--- config.mk ---
export PLATFORM = sky130hd
export DESIGN_NAME = token_stream_lexer
export DESIGN_NICKNAME = d
export VERILOG_FILES = /design/src/hdl/tsl_pkg.sv /design/src/hdl/tsl_step.sv /design/src/hdl/token_stream_lexer.sv
export SDC_FILE = /design/constraint.sdc
export NUM_CORES = 1
export LEC_CHECK = 0
export CELL_PAD_IN_SITES_DETAIL_PLACEMENT = 0
export CELL_PAD_IN_SITES_GLOBAL_PLACEMENT = 1
export CORE_UTILIZATION = 30
export CTS_CLUSTER_SIZE = 14
export DETAILED_ROUTE_END_ITERATION = 7
export DONT_BUFFER_PORTS = 1
export PLACE_DENSITY = 0.65
export REMOVE_ABC_BUFFERS = 1
export SLEW_MARGIN = 15
export SYNTH_ARGS = -nofsm -noshare
export SYNTH_HDL_FRONTEND = slang
export SYNTH_SLANG_ARGS = --single-unit
--- constraint.sdc ---
create_clock -name clk -period 3.69 [get_ports clk]
set_input_delay 0 -clock clk [delete_from_list [all_inputs] [get_ports clk]]
set_output_delay 0 -clock clk [all_outputs]
set_load 0.02 [all_outputs]
--- src/hdl/tsl_pkg.sv ---
`timescale 1ns / 1ps

package tsl_pkg;

  // Scanner states.
  typedef enum logic [4:0] {
    ST_GAP,
    ST_COMMENT,
    ST_WORD,
    ST_MINUS,
    ST_RLEAD,
    ST_STR,
    ST_STR_ESC,
    ST_ZERO,
    ST_INT,
    ST_FRAC,
    ST_EXP,
    ST_RGX,
    ST_RGX_ESC,
    ST_FLAGS,
    ST_HALT,
    ST_IDENT
  } tsl_state_t;

  // Number base of the open integer.
  typedef enum logic [1:0] {
    BASE_DEC,
    BASE_HEX,
    BASE_OCT,
    BASE_BIN
  } tsl_base_t;

  // Result kinds.
  typedef enum logic [1:0] {
    RK_TOKEN,
    RK_ERROR,
    RK_END
  } tsl_rkind_t;

  // Token kinds.
  localparam logic [2:0] TK_WORD   = 3'd0;
  localparam logic [2:0] TK_STRING = 3'd1;
  localparam logic [2:0] TK_REGEX  = 3'd2;
  localparam logic [2:0] TK_INT    = 3'd3;
  localparam logic [2:0] TK_REAL   = 3'd4;
  localparam logic [2:0] TK_IDENT  = 3'd5;

  // Error codes.
  localparam logic [2:0] EC_NONE      = 3'd0;
  localparam logic [2:0] EC_NO_SEP    = 3'd1;
  localparam logic [2:0] EC_STR_END   = 3'd2;
  localparam logic [2:0] EC_MULTILINE = 3'd3;
  localparam logic [2:0] EC_BAD_DIGIT = 3'd4;
  localparam logic [2:0] EC_RGX_END   = 3'd5;
  localparam logic [2:0] EC_BAD_FLAG  = 3'd6;

  // Character codes.
  localparam logic [7:0] CH_SPACE  = 8'h20;
  localparam logic [7:0] CH_TAB    = 8'h09;
  localparam logic [7:0] CH_LF     = 8'h0A;
  localparam logic [7:0] CH_CR     = 8'h0D;
  localparam logic [7:0] CH_HASH   = 8'h23;
  localparam logic [7:0] CH_QUOTE  = 8'h22;
  localparam logic [7:0] CH_BSLASH = 8'h5C;
  localparam logic [7:0] CH_SLASH  = 8'h2F;
  localparam logic [7:0] CH_COLON  = 8'h3A;
  localparam logic [7:0] CH_MINUS  = 8'h2D;
  localparam logic [7:0] CH_DOT    = 8'h2E;
  localparam logic [7:0] CH_0      = 8'h30;
  localparam logic [7:0] CH_1      = 8'h31;
  localparam logic [7:0] CH_7      = 8'h37;
  localparam logic [7:0] CH_9      = 8'h39;
  localparam logic [7:0] CH_UA     = 8'h41;
  localparam logic [7:0] CH_UF     = 8'h46;
  localparam logic [7:0] CH_LA     = 8'h61;
  localparam logic [7:0] CH_LB     = 8'h62;
  localparam logic [7:0] CH_LE     = 8'h65;
  localparam logic [7:0] CH_LF_LC  = 8'h66;
  localparam logic [7:0] CH_LG     = 8'h67;
  localparam logic [7:0] CH_LI     = 8'h69;
  localparam logic [7:0] CH_LM     = 8'h6D;
  localparam logic [7:0] CH_LO     = 8'h6F;
  localparam logic [7:0] CH_LR     = 8'h72;
  localparam logic [7:0] CH_LS     = 8'h73;
  localparam logic [7:0] CH_LX     = 8'h78;

  // Control state of the scanner.
  typedef struct packed {
    tsl_state_t state;
    logic       first;
    logic       sep;
    tsl_base_t  base;
    logic       real_seen;
    logic       err;
  } tsl_ctl_t;

  // Control part of one result.
  typedef struct packed {
    logic       valid;
    tsl_rkind_t kind;
    logic [2:0] tkind;
    logic [2:0] ecode;
    logic       done;
  } tsl_res_t;

  localparam tsl_ctl_t CTL_RESET = '{
    state: ST_GAP, first: 1'b1, sep: 1'b0, base: BASE_DEC, real_seen: 1'b0, err: 1'b0
  };

endpackage

--- src/hdl/tsl_step.sv ---
`timescale 1ns / 1ps

module tsl_step import tsl_pkg::*; #(
  parameter int LINE_BITS   = 24,
  parameter int COLUMN_BITS = 16,
  parameter int LENGTH_BITS = 16
) (
  input  tsl_ctl_t               ctl_i,
  input  logic [LINE_BITS-1:0]   line_i,
  input  logic [COLUMN_BITS-1:0] col_i,
  input  logic [LINE_BITS-1:0]   tok_line_i,
  input  logic [COLUMN_BITS-1:0] tok_col_i,
  input  logic [LENGTH_BITS-1:0] tok_len_i,
  input  logic [7:0]             ch_i,
  input  logic                   last_i,
  output tsl_ctl_t               ctl_nxt,
  output logic [LINE_BITS-1:0]   line_nxt,
  output logic [COLUMN_BITS-1:0] col_nxt,
  output logic [LINE_BITS-1:0]   tok_line_nxt,
  output logic [COLUMN_BITS-1:0] tok_col_nxt,
  output logic [LENGTH_BITS-1:0] tok_len_nxt,
  output tsl_res_t               res_o,
  output logic [LINE_BITS-1:0]   res_line_o,
  output logic [COLUMN_BITS-1:0] res_col_o,
  output logic [LENGTH_BITS-1:0] res_len_o
);

  logic                   is_sp;
  logic                   is_dec;
  logic                   is_hex;
  logic                   is_oct;
  logic                   is_bin;
  logic                   is_flag;
  logic                   digit_ok;
  logic [2:0]             num_kind;
  logic [LENGTH_BITS-1:0] len_inc;

  // Character classes.
  assign is_sp   = (ch_i == CH_SPACE) || (ch_i == CH_TAB) || (ch_i == CH_LF) ||
                   (ch_i == CH_CR);
  assign is_dec  = (ch_i >= CH_0) && (ch_i <= CH_9);
  assign is_hex  = is_dec || ((ch_i >= CH_LA) && (ch_i <= CH_LF_LC)) ||
                   ((ch_i >= CH_UA) && (ch_i <= CH_UF));
  assign is_oct  = (ch_i >= CH_0) && (ch_i <= CH_7);
  assign is_bin  = (ch_i == CH_0) || (ch_i == CH_1);
  assign is_flag = (ch_i == CH_LG) || (ch_i == CH_LX) || (ch_i == CH_LI) ||
                   (ch_i == CH_LA) || (ch_i == CH_LM) || (ch_i == CH_LS);
  assign digit_ok = ((ctl_i.base == BASE_HEX) && is_hex) ||
                    ((ctl_i.base == BASE_OCT) && is_oct) ||
                    ((ctl_i.base == BASE_BIN) && is_bin);
  assign num_kind = ctl_i.real_seen ? TK_REAL : TK_INT;
  assign len_inc  = (&tok_len_i) ? tok_len_i : tok_len_i + LENGTH_BITS'(1);

  // One byte of scanning, then the end-of-input handling.
  always_comb begin
    ctl_nxt      = ctl_i;
    tok_line_nxt = tok_line_i;
    tok_col_nxt  = tok_col_i;
    tok_len_nxt  = tok_len_i;
    res_o        = '{valid: 1'b0, kind: RK_TOKEN, tkind: TK_WORD, ecode: EC_NONE,
                     done: 1'b0};

    // Position counters run on every byte, held error or not.
    if (ch_i == CH_LF) begin
      line_nxt = (&line_i) ? line_i : line_i + LINE_BITS'(1);
      col_nxt  = '0;
    end else begin
      line_nxt = line_i;
      col_nxt  = (&col_i) ? col_i : col_i + COLUMN_BITS'(1);
    end

    if (!ctl_i.err) begin
      unique case (ctl_i.state)
        ST_GAP: begin
          if (is_sp) begin
            ctl_nxt.sep = 1'b1;
          end else if (ch_i == CH_HASH) begin
            ctl_nxt.sep   = 1'b1;
            ctl_nxt.state = ST_COMMENT;
          end else begin
            tok_line_nxt = line_i;
            tok_col_nxt  = col_i;
            if (!ctl_i.sep && !ctl_i.first) begin
              tok_len_nxt   = '0;
              res_o.valid   = 1'b1;
              res_o.kind    = RK_ERROR;
              res_o.tkind   = TK_WORD;
              res_o.ecode   = EC_NO_SEP;
              ctl_nxt.err   = 1'b1;
              ctl_nxt.state = ST_HALT;
            end else begin
              ctl_nxt.first     = 1'b0;
              ctl_nxt.sep       = 1'b0;
              ctl_nxt.base      = BASE_DEC;
              ctl_nxt.real_seen = 1'b0;
              tok_len_nxt       = LENGTH_BITS'(1);
              priority if (ch_i == CH_QUOTE) ctl_nxt.state = ST_STR;
              else if (ch_i == CH_0)         ctl_nxt.state = ST_ZERO;
              else if (is_dec)               ctl_nxt.state = ST_INT;
              else if (ch_i == CH_COLON)     ctl_nxt.state = ST_IDENT;
              else if (ch_i == CH_MINUS)     ctl_nxt.state = ST_MINUS;
              else if (ch_i == CH_LR)        ctl_nxt.state = ST_RLEAD;
              else                           ctl_nxt.state = ST_WORD;
            end
          end
        end
        ST_COMMENT: begin
          if (ch_i == CH_LF) ctl_nxt.state = ST_GAP;
        end
        ST_WORD, ST_IDENT: begin
          if (is_sp) begin
            res_o.valid   = 1'b1;
            res_o.tkind   = (ctl_i.state == ST_IDENT) ? TK_IDENT : TK_WORD;
            ctl_nxt.state = ST_GAP;
            ctl_nxt.sep   = 1'b1;
          end else begin
            tok_len_nxt = len_inc;
          end
        end
        ST_MINUS, ST_RLEAD: begin
          // A lone minus or r falls back to a word unless a number or regex follows.
          if (is_sp) begin
            res_o.valid   = 1'b1;
            res_o.tkind   = TK_WORD;
            ctl_nxt.state = ST_GAP;
            ctl_nxt.sep   = 1'b1;
          end else begin
            tok_len_nxt = len_inc;
            priority if ((ctl_i.state == ST_MINUS) && (ch_i == CH_0)) ctl_nxt.state = ST_ZERO;
            else if ((ctl_i.state == ST_MINUS) && is_dec)            ctl_nxt.state = ST_INT;
            else if ((ctl_i.state == ST_RLEAD) && (ch_i == CH_SLASH)) ctl_nxt.state = ST_RGX;
            else                                                      ctl_nxt.state = ST_WORD;
          end
        end
        ST_STR: begin
          priority if (ch_i == CH_BSLASH) begin
            tok_len_nxt   = len_inc;
            ctl_nxt.state = ST_STR_ESC;
          end else if (ch_i == CH_LF) begin
            res_o.valid   = 1'b1;
            res_o.kind    = RK_ERROR;
            res_o.tkind   = TK_STRING;
            res_o.ecode   = EC_MULTILINE;
            ctl_nxt.err   = 1'b1;
            ctl_nxt.state = ST_HALT;
          end else if (ch_i == CH_QUOTE) begin
            // The closing quote ends the string; the next token still needs a gap.
            tok_len_nxt   = len_inc;
            res_o.valid   = 1'b1;
            res_o.tkind   = TK_STRING;
            ctl_nxt.state = ST_GAP;
            ctl_nxt.sep   = 1'b0;
          end else begin
            tok_len_nxt = len_inc;
          end
        end
        ST_STR_ESC: begin
          tok_len_nxt   = len_inc;
          ctl_nxt.state = ST_STR;
        end
        ST_ZERO, ST_INT, ST_FRAC, ST_EXP: begin
          ctl_nxt.state = (ctl_i.state == ST_ZERO) ? ST_INT : ctl_i.state;
          priority if ((ctl_i.state == ST_ZERO) && (ch_i == CH_LX)) begin
            tok_len_nxt  = len_inc;
            ctl_nxt.base = BASE_HEX;
          end else if ((ctl_i.state == ST_ZERO) && (ch_i == CH_LO)) begin
            tok_len_nxt  = len_inc;
            ctl_nxt.base = BASE_OCT;
          end else if ((ctl_i.state == ST_ZERO) && (ch_i == CH_LB)) begin
            tok_len_nxt  = len_inc;
            ctl_nxt.base = BASE_BIN;
          end else if (is_sp) begin
            res_o.valid   = 1'b1;
            res_o.tkind   = num_kind;
            ctl_nxt.state = ST_GAP;
            ctl_nxt.sep   = 1'b1;
          end else if ((ctl_i.base == BASE_DEC) && is_dec) begin
            tok_len_nxt = len_inc;
          end else if ((ctl_i.base == BASE_DEC) && (ch_i == CH_DOT) &&
                       (ctl_nxt.state == ST_INT)) begin
            tok_len_nxt       = len_inc;
            ctl_nxt.real_seen = 1'b1;
            ctl_nxt.state     = ST_FRAC;
          end else if ((ctl_i.base == BASE_DEC) && (ch_i == CH_LE) &&
                       (ctl_nxt.state != ST_EXP)) begin
            tok_len_nxt       = len_inc;
            ctl_nxt.real_seen = 1'b1;
            ctl_nxt.state     = ST_EXP;
          end else if ((ctl_i.base != BASE_DEC) && digit_ok) begin
            tok_len_nxt = len_inc;
          end else begin
            res_o.valid   = 1'b1;
            res_o.kind    = RK_ERROR;
            res_o.tkind   = num_kind;
            res_o.ecode   = EC_BAD_DIGIT;
            ctl_nxt.err   = 1'b1;
            ctl_nxt.state = ST_HALT;
          end
        end
        ST_RGX: begin
          tok_len_nxt = len_inc;
          if (ch_i == CH_BSLASH) ctl_nxt.state = ST_RGX_ESC;
          else if (ch_i == CH_SLASH) ctl_nxt.state = ST_FLAGS;
        end
        ST_RGX_ESC: begin
          tok_len_nxt   = len_inc;
          ctl_nxt.state = ST_RGX;
        end
        ST_FLAGS: begin
          priority if (is_flag) begin
            tok_len_nxt = len_inc;
          end else if (is_sp) begin
            res_o.valid   = 1'b1;
            res_o.tkind   = TK_REGEX;
            ctl_nxt.state = ST_GAP;
            ctl_nxt.sep   = 1'b1;
          end else begin
            res_o.valid   = 1'b1;
            res_o.kind    = RK_ERROR;
            res_o.tkind   = TK_REGEX;
            res_o.ecode   = EC_BAD_FLAG;
            ctl_nxt.err   = 1'b1;
            ctl_nxt.state = ST_HALT;
          end
        end
        default: begin
          // Halted: bytes are only counted.
        end
      endcase
    end

    // End of input: close what is open (an open string or regex is an error), or report the plain end.
    if (last_i) begin
      if (!res_o.valid) begin
        res_o.valid = 1'b1;
        unique case (ctl_nxt.state)
          ST_WORD, ST_MINUS, ST_RLEAD: res_o.tkind = TK_WORD;
          ST_IDENT:                    res_o.tkind = TK_IDENT;
          ST_ZERO, ST_INT, ST_FRAC, ST_EXP: begin
            res_o.tkind = ctl_nxt.real_seen ? TK_REAL : TK_INT;
          end
          ST_FLAGS:                    res_o.tkind = TK_REGEX;
          ST_STR, ST_STR_ESC: begin
            res_o.kind  = RK_ERROR;
            res_o.tkind = TK_STRING;
            res_o.ecode = EC_STR_END;
            ctl_nxt.err = 1'b1;
          end
          ST_RGX, ST_RGX_ESC: begin
            res_o.kind  = RK_ERROR;
            res_o.tkind = TK_REGEX;
            res_o.ecode = EC_RGX_END;
            ctl_nxt.err = 1'b1;
          end
          default:                     res_o.kind = RK_END;
        endcase
      end
      // An error held from an earlier byte turns into a plain end.
      if (ctl_nxt.err && (res_o.kind != RK_ERROR)) begin
        res_o.kind  = RK_END;
        res_o.tkind = TK_WORD;
        res_o.ecode = EC_NONE;
      end
      res_o.done = 1'b1;
    end

    // Result position: the token start, or just past the text for an end.
    if (res_o.kind == RK_END) begin
      res_line_o = line_nxt;
      res_col_o  = col_nxt;
      res_len_o  = '0;
    end else begin
      res_line_o = tok_line_nxt;
      res_col_o  = tok_col_nxt;
      res_len_o  = tok_len_nxt;
    end

    // After the last byte everything starts over.
    if (last_i) begin
      ctl_nxt      = CTL_RESET;
      line_nxt     = LINE_BITS'(1);
      col_nxt      = '0;
      tok_line_nxt = '0;
      tok_col_nxt  = '0;
      tok_len_nxt  = '0;
    end
  end

endmodule

--- src/hdl/token_stream_lexer.sv ---
`timescale 1ns / 1ps

// Channel  Direction  tdata                                         tuser        tlast
// in_      input      char_in[7:0]                                  -            last_byte
// out_     output     token_kind, error_code, start_line,           result_kind  input_done
//                     start_column, token_length (low bit up)
//
// One byte per cycle unless the scan stage stalls: a byte sits in the input register,
// is scanned by the step logic, and its result (if any) lands in the output register.
// Reset (rst_n, synchronous) puts the scanner between tokens at line 1, column 0. A result
// waiting in the output register stalls the scan stage; the input register keeps taking
// a byte whenever the scan stage moves.
module token_stream_lexer import tsl_pkg::*; #(
  parameter int LINE_BITS   = 24,
  parameter int COLUMN_BITS = 16,
  parameter int LENGTH_BITS = 16
) (
  input  logic                clk,
  input  logic                rst_n,
  input  logic                in_tvalid,
  output logic                in_tready,
  input  logic [7:0]          in_tdata,   // char_in[7:0]
  input  logic                in_tlast,
  output logic                out_tvalid,
  input  logic                out_tready,
  // token_kind[2:0], error_code[5:3], start_line, start_column, token_length, zero pad
  output logic [((6 + LINE_BITS + COLUMN_BITS + LENGTH_BITS + 7) / 8) * 8 - 1:0] out_tdata,
  output logic [1:0]          out_tuser,  // result_kind[1:0]
  output logic                out_tlast
);

  localparam int DataW = ((6 + LINE_BITS + COLUMN_BITS + LENGTH_BITS + 7) / 8) * 8;

  logic                   in_v_r;
  logic [7:0]             in_ch_r;
  logic                   in_last_r;
  logic                   adv;

  tsl_ctl_t               ctl_r,      ctl_nxt;
  logic [LINE_BITS-1:0]   line_r,     line_nxt;
  logic [COLUMN_BITS-1:0] col_r,      col_nxt;
  logic [LINE_BITS-1:0]   tok_line_r, tok_line_nxt;
  logic [COLUMN_BITS-1:0] tok_col_r,  tok_col_nxt;
  logic [LENGTH_BITS-1:0] tok_len_r,  tok_len_nxt;

  tsl_res_t               res;
  logic [LINE_BITS-1:0]   res_line;
  logic [COLUMN_BITS-1:0] res_col;
  logic [LENGTH_BITS-1:0] res_len;

  logic                   out_v_r;
  tsl_res_t               out_res_r;
  logic [LINE_BITS-1:0]   out_line_r;
  logic [COLUMN_BITS-1:0] out_col_r;
  logic [LENGTH_BITS-1:0] out_len_r;

  // The scan stage moves when a byte is held and the output register is free or being emptied.
  assign adv       = in_v_r && (!out_v_r || out_tready);
  assign in_tready = !in_v_r || adv;

  // Input register.
  always_ff @(posedge clk) begin
    if (!rst_n) begin
      in_v_r <= 1'b0;
    end else if (in_tready) begin
      in_v_r <= in_tvalid;
    end
    if (in_tready && in_tvalid) begin
      in_ch_r   <= in_tdata;
      in_last_r <= in_tlast;
    end
  end

  tsl_step #(
    .LINE_BITS   (LINE_BITS),
    .COLUMN_BITS (COLUMN_BITS),
    .LENGTH_BITS (LENGTH_BITS)
  ) u_step (
    .ctl_i        (ctl_r),
    .line_i       (line_r),
    .col_i        (col_r),
    .tok_line_i   (tok_line_r),
    .tok_col_i    (tok_col_r),
    .tok_len_i    (tok_len_r),
    .ch_i         (in_ch_r),
    .last_i       (in_last_r),
    .ctl_nxt      (ctl_nxt),
    .line_nxt     (line_nxt),
    .col_nxt      (col_nxt),
    .tok_line_nxt (tok_line_nxt),
    .tok_col_nxt  (tok_col_nxt),
    .tok_len_nxt  (tok_len_nxt),
    .res_o        (res),
    .res_line_o   (res_line),
    .res_col_o    (res_col),
    .res_len_o    (res_len)
  );

  // Scanner state.
  always_ff @(posedge clk) begin
    if (!rst_n) begin
      ctl_r      <= CTL_RESET;
      line_r     <= LINE_BITS'(1);
      col_r      <= '0;
      tok_line_r <= '0;
      tok_col_r  <= '0;
      tok_len_r  <= '0;
    end else if (adv) begin
      ctl_r      <= ctl_nxt;
      line_r     <= line_nxt;
      col_r      <= col_nxt;
      tok_line_r <= tok_line_nxt;
      tok_col_r  <= tok_col_nxt;
      tok_len_r  <= tok_len_nxt;
    end
  end

  // Output register.
  always_ff @(posedge clk) begin
    if (!rst_n) begin
      out_v_r <= 1'b0;
    end else if (adv) begin
      out_v_r <= res.valid;
    end else if (out_tready) begin
      out_v_r <= 1'b0;
    end
    if (adv && res.valid) begin
      out_res_r  <= res;
      out_line_r <= res_line;
      out_col_r  <= res_col;
      out_len_r  <= res_len;
    end
  end

  assign out_tvalid = out_v_r;
  assign out_tuser  = out_res_r.kind;
  assign out_tlast  = out_res_r.done;
  assign out_tdata  = DataW'({out_len_r, out_col_r, out_line_r, out_res_r.ecode,
                              out_res_r.tkind});

endmodule
Yosys cells after proc, flatten, opt, wreduce, memory -nomap -nowiden --
Cells that the tools add are included.
Word-level totals: word-level logic and storage cells 326, flip-flop bits (word level) 183, output and inout port bits 69, input port bits 13
Operators by class: $add $sub $neg 3, muxes and demuxes 153, equality and inequality tests 73, reduce and logical (&&, ||, !) cells 68, magnitude comparators 7
Operators with widths (number):
- $mux 16 | 26
- $mux 24 | 9
- $mux 5 | 27
- $mux 9 | 14
- $pmux 16 s6 | 1
- $eq 8x7->1 const B | 11
- $eq 5x4->1 const B | 15
- $eq 8x6->1 const B | 9
- $pmux 5 s10 | 1
- $eq 5x3->1 const B | 8
- $mux 1 | 35
- $add 16x1->16 const B | 2
- $reduce_and 16->1 | 2
- $mux 3 | 10
- $pmux 3 s5 | 2
- $ne 3x3->1 const B | 9
- $add 24x1->24 const B | 1
- $eq 8x4->1 const B | 3
- $logic_and 1x1->1 | 24
- $reduce_and 24->1 | 1
- $mux 11 | 2
- $eq 5x2->1 const B | 4
- $mux 2 | 10
- $ge 8x7->1 const B | 2
- 36 further kinds | 76

Logic depth before layout (Yosys ltp) --
word-level depth 29, mapped depth 15, gate-level depth less buffers 11

Hierarchy --
From an unflattened synthesis, not the netlist that was laid out.
Unflattened totals: cells, all modules 1497, area, all modules 12074.1 um^2
Modules (own cells, without submodules):
- token_stream_lexer | cells an instance 554, instances 1, seq. area each 4404.2 um^2, area each 6597.6 um^2
- tsl_step | cells an instance 943, instances 1, seq. area each 0.0 um^2, area each 5476.5 um^2

Worst setup path before layout --
OpenSTA, ideal clock, no wires.
path type register to register, start point register ctl_r[10] (netlist name), end point register out_col_r[0], enable pin, path buffers 2, setup time 0.419 ns, data arrival time 3.489 ns, stages on the path, launching flop included 11, period minus slack after synthesis 3.908 ns, setup slack -0.218 ns, data required time 3.271 ns, cells stage by stage dfxtp_1 -> clkbuf_1 -> nor3b_1 -> and2_1 -> o32a_1 -> nand3_1 -> or3b_2 -> clkbuf_1 -> a31oi_1 -> o21ai_0 -> inv_1
Between the ends: cells in the longest elaborated chain, start to end 15, elaborated cells on any way between the ends 32, those cells by class eq/ne: 12; mux: 11; reduce/logical: 9
RTL lines:
- start, declared | RTL line token_stream_lexer.sv:39 | tsl_ctl_t ctl_r, ctl_nxt;
- start signal, assigned | RTL line token_stream_lexer.sv:109 | ctl_r <= ctl_nxt;
- $eq 5x3->1
- $mux 5 | RTL line tsl_step.sv:162 | ctl_nxt.state = (ctl_i.state == ST_ZERO) ? ST_INT : ctl_i.state;
- $ne 5x4->1 | RTL line tsl_step.sv:185 | (ctl_nxt.state != ST_EXP)) begin
- $logic_and 1x1->1 | RTL line tsl_step.sv:184 | end else if ((ctl_i.base == BASE_DEC) && (ch_i == CH_LE) &&
- $mux 9 | RTL line tsl_step.sv:184
- $mux 9 | RTL line tsl_step.sv:179 | end else if ((ctl_i.base == BASE_DEC) && (ch_i == CH_DOT) &&
- $mux 9 | RTL line tsl_step.sv:177 | end else if ((ctl_i.base == BASE_DEC) && is_dec) begin
- $mux 1 | RTL line tsl_step.sv:172 | end else if (is_sp) begin
- $mux 9 | RTL line tsl_step.sv:169 | end else if ((ctl_i.state == ST_ZERO) && (ch_i == CH_LB)) begin
- $mux 9 | RTL line tsl_step.sv:166 | end else if ((ctl_i.state == ST_ZERO) && (ch_i == CH_LO)) begin
- $mux 9 | RTL line tsl_step.sv:163 | priority if ((ctl_i.state == ST_ZERO) && (ch_i == CH_LX)) begin
- $pmux 1 s5 * | RTL line tsl_step.sv:73 | unique case (ctl_i.state)
- $mux 9 * | RTL line tsl_step.sv:72 | if (!ctl_i.err) begin
- $mux 10 * | RTL line tsl_step.sv:233 | if (last_i) begin
- $logic_and 1x1->1 * | RTL line token_stream_lexer.sv:127 | if (adv && res.valid) begin
- end signal, assigned | RTL line token_stream_lexer.sv:130 | out_col_r <= res_col;
- end, declared | RTL line token_stream_lexer.sv:54 | logic [COLUMN_BITS-1:0] out_col_r;
Mark *: on every way between the ends. The rest lies on a longest branch, timed or not. A chain may end at the register's enable or synchronous reset.

Worst setup path in the final report --
start point register in_ch_r[0], end point register out_line_r[15] (data pin)
Between the ends: cells in the longest elaborated chain, start to end 29, elaborated cells on any way between the ends 162, those cells by class order compare: 7; eq/ne: 38; mux: 82; reduce/logical: 35
RTL lines:
- start, declared | RTL line token_stream_lexer.sv:35 | logic [7:0] in_ch_r;
- start signal, assigned | RTL line token_stream_lexer.sv:69 | in_ch_r <= in_tdata;
- $ge 8x6->1 (tied with other cells) | RTL line tsl_step.sv:41, tsl_step.sv:44
- $logic_and 1x1->1, on equally long branches | RTL line tsl_step.sv:41, tsl_step.sv:42
- $logic_or 1x1->1 (2 in series) | RTL line tsl_step.sv:42 | assign is_hex = is_dec || ((ch_i >= CH_LA) && (ch_i <= CH_LF_LC)) ||
- $logic_and 1x1->1 | RTL line tsl_step.sv:48 | assign digit_ok = ((ctl_i.base == BASE_HEX) && is_hex) ||
- $logic_or 1x1->1 | RTL line tsl_step.sv:48
- $logic_or 1x1->1 | RTL line tsl_step.sv:49 | ((ctl_i.base == BASE_OCT) && is_oct) ||
- $logic_and 1x1->1 | RTL line tsl_step.sv:189 | end else if ((ctl_i.base != BASE_DEC) && digit_ok) begin
- $mux 5 | RTL line tsl_step.sv:189
- [... 13 more ...]
- $mux 9 | RTL line tsl_step.sv:233
- $ne 2x1->1 | RTL line tsl_step.sv:259 | if (ctl_nxt.err && (res_o.kind != RK_ERROR)) begin
- $logic_and 1x1->1 | RTL line tsl_step.sv:259
- $mux 8 | RTL line tsl_step.sv:259
- $mux 10 | RTL line tsl_step.sv:233
- $eq 2x2->1 | RTL line tsl_step.sv:268 | if (res_o.kind == RK_END) begin
- $mux 24 * | RTL line tsl_step.sv:268
- named net res_line[15] | RTL line token_stream_lexer.sv:47 | logic [LINE_BITS-1:0] res_line;
- end signal, assigned | RTL line token_stream_lexer.sv:129 | out_line_r <= res_line;
- end, declared | RTL line token_stream_lexer.sv:53 | logic [LINE_BITS-1:0] out_line_r;
The timed path passes the listed nets; every way through them passes the cells marked *. The select of a mux whose other input is x is not followed.

==> summary.md <==
The run finished, with violations left. The final reports fail on negative setup slack. Headroom to the max-slew limit came out at 20.6%. The fraction of layout cells with a size suffix above 1 was 20.6%.

Setup total negative slack on the finished layout was measured at -1.94 ns. The data required time at the worst endpoint is 3.90 ns, and the remaining global-route overflow is 0. The tree is rooted in a sky130_fd_sc_hd__clkbuf_16.

At the end of the flow, the number of nets in the layout was 1440. The number of synthesized flops with an enable pin is 74, and the detail-routed via count per cell is 5.64. For this block, the routed nets add up to 37800 µm of wire. The total iterations of the first detailed-routing run was 5; the power per standard cell area was 365 nW/µm². The sequential fraction of the synthesis area is 41.0%, and the number of endpoints failing setup at the final stage is 36. 82 I/O pins were placed. The number of rows created at floorplan was 68; the overall via count from detail_route was 10.7k. Derived from the worst setup path, the maximum achievable clock frequency is 261 MHz. The number of antenna diodes in the final layout is 0. Max-cap violations in this run came to 0. The hold violation count in the final report is 0. Leaving out fill and tap cells, the most frequent cells in the layout are sky130_fd_sc_hd__nor2_1 (192), sky130_fd_sc_hd__buf_4 (174), sky130_fd_sc_hd__dfxtp_1 (109).

For the number of antenna violations at the first check in global routing, the log shows 0. Counting flops with an async set or reset pin after synthesis yields a share of 0%. CTS built an H-tree with a depth of 4. The wire length per cell came out at 20.0 µm. The area share of the largest cell type after synthesis is 20.7%, and the yosys synthesis warning count is 0. Shortest period the worst path allows: 3.83 ns. Sorting the synthesized cells by area gives the leading types as sky130_fd_sc_hd__edfxtp_1 (21%), sky130_fd_sc_hd__dfxtp_1 (20%), sky130_fd_sc_hd__nor2_1 (6.8%).

The min-delay analysis places its worst path in the category input pin to register. The detailed-placement wirelength estimate was 26000 µm. Synthesis inferred 183 register bits.

The global router's overall resource usage came out at 20.8%. The die area is 36500 µm², and the number of buffers inserted during clock tree synthesis is 17. For this design, the sink count on the clock tree is 183. Across the VDD grid, the largest voltage drop is 384 µV.

Of all nets on the critical path, the largest fanout is 19. At the placement stage, the worst setup path has a slack of -0.400 ns. The max-slew violation total from the final report was 0; the number of remaining DRC errors was 0.

Routability-driven placement finished with a final weighted congestion of 0.927. Summing the areas of all and, or, nand and nor instances in the mapped netlist gives 26.8% of the synthesized area. The horizontal extent of the die was 191 µm. For the pin with the worst max-slew slack, the measured transition is 1.19 ns. Most common cell after layout, fill and taps aside: sky130_fd_sc_hd__nor2_1. The cell area that synthesis handed to floorplanning was 10700 µm². TritonCTS built the clock tree.

Clock-pin slew was measured on the worst setup and hold paths at 0.08 ns. The critical path endpoint category was a register. Summing internal, switching and leakage power gives 4.89 mW.

Entering global routing, the biggest net connects 60 pins. The synthesized netlist devotes 24.6% of its cell area to compound gates. The initial core utilization was 30.8%. The run gives 58700 µm as the first-pass GRT wire length. The multiplexer area fraction after synthesis was 1.50%; the final worst hold slack was 0.181 ns. The synthesized netlist contains 85 unique library cells.

The leading area contributor after synthesis was sky130_fd_sc_hd__edfxtp_1. The count of nets left with antenna violations once routing finished came out at 0. The largest family of logic cells by synthesized area was simple AND/OR/NAND/NOR gates. Mean post-synth cell area: 8.20 µm². Area added between synthesis and finish: 24.8%.

The count of port buffers added during placement works out to 0. The critical path is of the register to register type. After layout, the worst path uses 104% of the clock period. For the starting DRC count in detailed routing, the log shows 1114. The leakage power figure is 4.90 nW, and the maximum number of buffers from clock root to sink is 2. The worst setup path is launched from a register. Setup repair after global routing could not meet its margin everywhere. The worst setup margin was -0.144 ns; the number of global-route vias before repair was 9890. Summing the areas of all fa, ha and maj instances in the mapped netlist gives 0.350% of the synthesized area.

The most used flip-flop cell after synthesis is sky130_fd_sc_hd__dfxtp_1. The number of cells produced by synthesis is 1309, and the arrival time of data at the critical path endpoint is 4.05 ns. Fraction of synthesized cell area in xor and xnor cells: 0.653%. After floorplanning, the core was sized to cover 34900 µm². The die span in y works out to 191 µm. The insertion delay to the later sink of the worst-skew pair was 0.46 ns.

Between clock sinks in the finished design, the worst skew comes to 0.0161 ns.
[worst max-delay path, cell delays in order (launching register included)]
cell and delay [ns]:
sky130_fd_sc_hd__edfxtp_1 0.44, sky130_fd_sc_hd__buf_12 0.19, sky130_fd_sc_hd__nor2b_1 0.14, sky130_fd_sc_hd__o211a_1 0.28, sky130_fd_sc_hd__a2111oi_1 0.34, sky130_fd_sc_hd__buf_4 0.18
sky130_fd_sc_hd__nand4b_1 0.16, sky130_fd_sc_hd__buf_4 0.20, sky130_fd_sc_hd__a41o_1 0.23, sky130_fd_sc_hd__nor4_2 0.32, sky130_fd_sc_hd__o21ai_2 0.11, sky130_fd_sc_hd__a32oi_4 0.33
sky130_fd_sc_hd__buf_6 0.18, sky130_fd_sc_hd__nand2_8 0.07, sky130_fd_sc_hd__buf_12 0.17, sky130_fd_sc_hd__mux2_2 0.26
[worst paths after layout]
path	start	endpoint	slack, ns	cells after the start
max	in_ch_r[0]	out_line_r[15]	-0.14	15
min	in_tdata[5]	in_ch_r[5]	0.18	1
max reg2reg	in_ch_r[0]	out_line_r[15]	-0.14	15
min reg2reg	ctl_r[4]	ctl_r[4]	0.49	2
[registers in the layout, indices dropped and copies added, names as in the netlist]
signal,flops
in_ch_r,8
out_col_r,16
out_tuser,2
tok_line_r,24
tok_len_r,16
out_len_r,16
tok_col_r,16
out_line_r,24
ctl_r,11
in_last_r,1
col_r,16
line_r,24
in_v_r,1
out_tvalid,1
out_tdata,6
out_tlast,1
[cell usage after synthesis, types with 21 or more instances]
master and number:
sky130_fd_sc_hd__nor2_1 195, sky130_fd_sc_hd__and3_1 23, sky130_fd_sc_hd__edfxtp_1 74, sky130_fd_sc_hd__clkbuf_1 77
sky130_fd_sc_hd__a21oi_1 103, sky130_fd_sc_hd__a22oi_1 64, sky130_fd_sc_hd__nand4_1 21, sky130_fd_sc_hd__inv_1 23
sky130_fd_sc_hd__nor3_1 41, sky130_fd_sc_hd__o21ai_0 73, sky130_fd_sc_hd__nand2_1 106, sky130_fd_sc_hd__dfxtp_1 109
sky130_fd_sc_hd__nand3_1 62
[cell type report]
type / instances / area [µm²]
Clock buffer: 20 / 457
Clock inverter: 12 / 106
Sequential cell: 183 / 4400
Tap cell: 455 / 569
Multi-Input combinational cell: 995 / 6070
Fill cell: 3577 / 21500
Inverter: 24 / 92.6
Timing Repair Buffer: 203 / 1700
[per-stage QoR]
stage / utilization [%] / instance area [µm²] / std cells
6_report: 38.4 / 13400 / 1892
5_1_grt: 38.4 / 13400 / 1892
4_1_cts: 37.9 / 13200 / 1889
3_5_place_dp: 35.2 / 12300 / 1836
3_3_place_gp: 35.2 / 12300 / 1836
2_1_floorplan: - / 10300 / 1202
[kinds of logic after synthesis]
family / after synthesis
simple gates: 578
compound gates: 388
flops: 183
buf+inv: 132
mux: 16
xor+xnor: 8
fa+ha+maj: 3
other cells: 1
[layer usage]
layer	vias up	track usage, %	routed length, µm
met5	-	0	0
met4	0	6.65	774
met3	57	4.42	2330
met2	335	32.6	17100
met1	5184	28.4	17700
li1	5101	-	-
[power breakdown]
group,leakage (nW),switching (mW),internal (mW)
clock,0.276,0.895,0.924
sequential,1.60,0.0679,2.16
combinational,3.02,0.500,0.348
total,4.90,1.46,3.43
[what timing repair did]
action | 4_1_cts | 5_1_grt
setup buffers | 8 | 3
cloned | 1 | 0
hold endpoints to repair | 40 | 0
gates resized for setup | 32 | 30
pin swaps | 4 | 12
hold buffers | 12 | 0
endpoints found under the setup margin | 65 | 68
(Power assumes the default switching activity.)
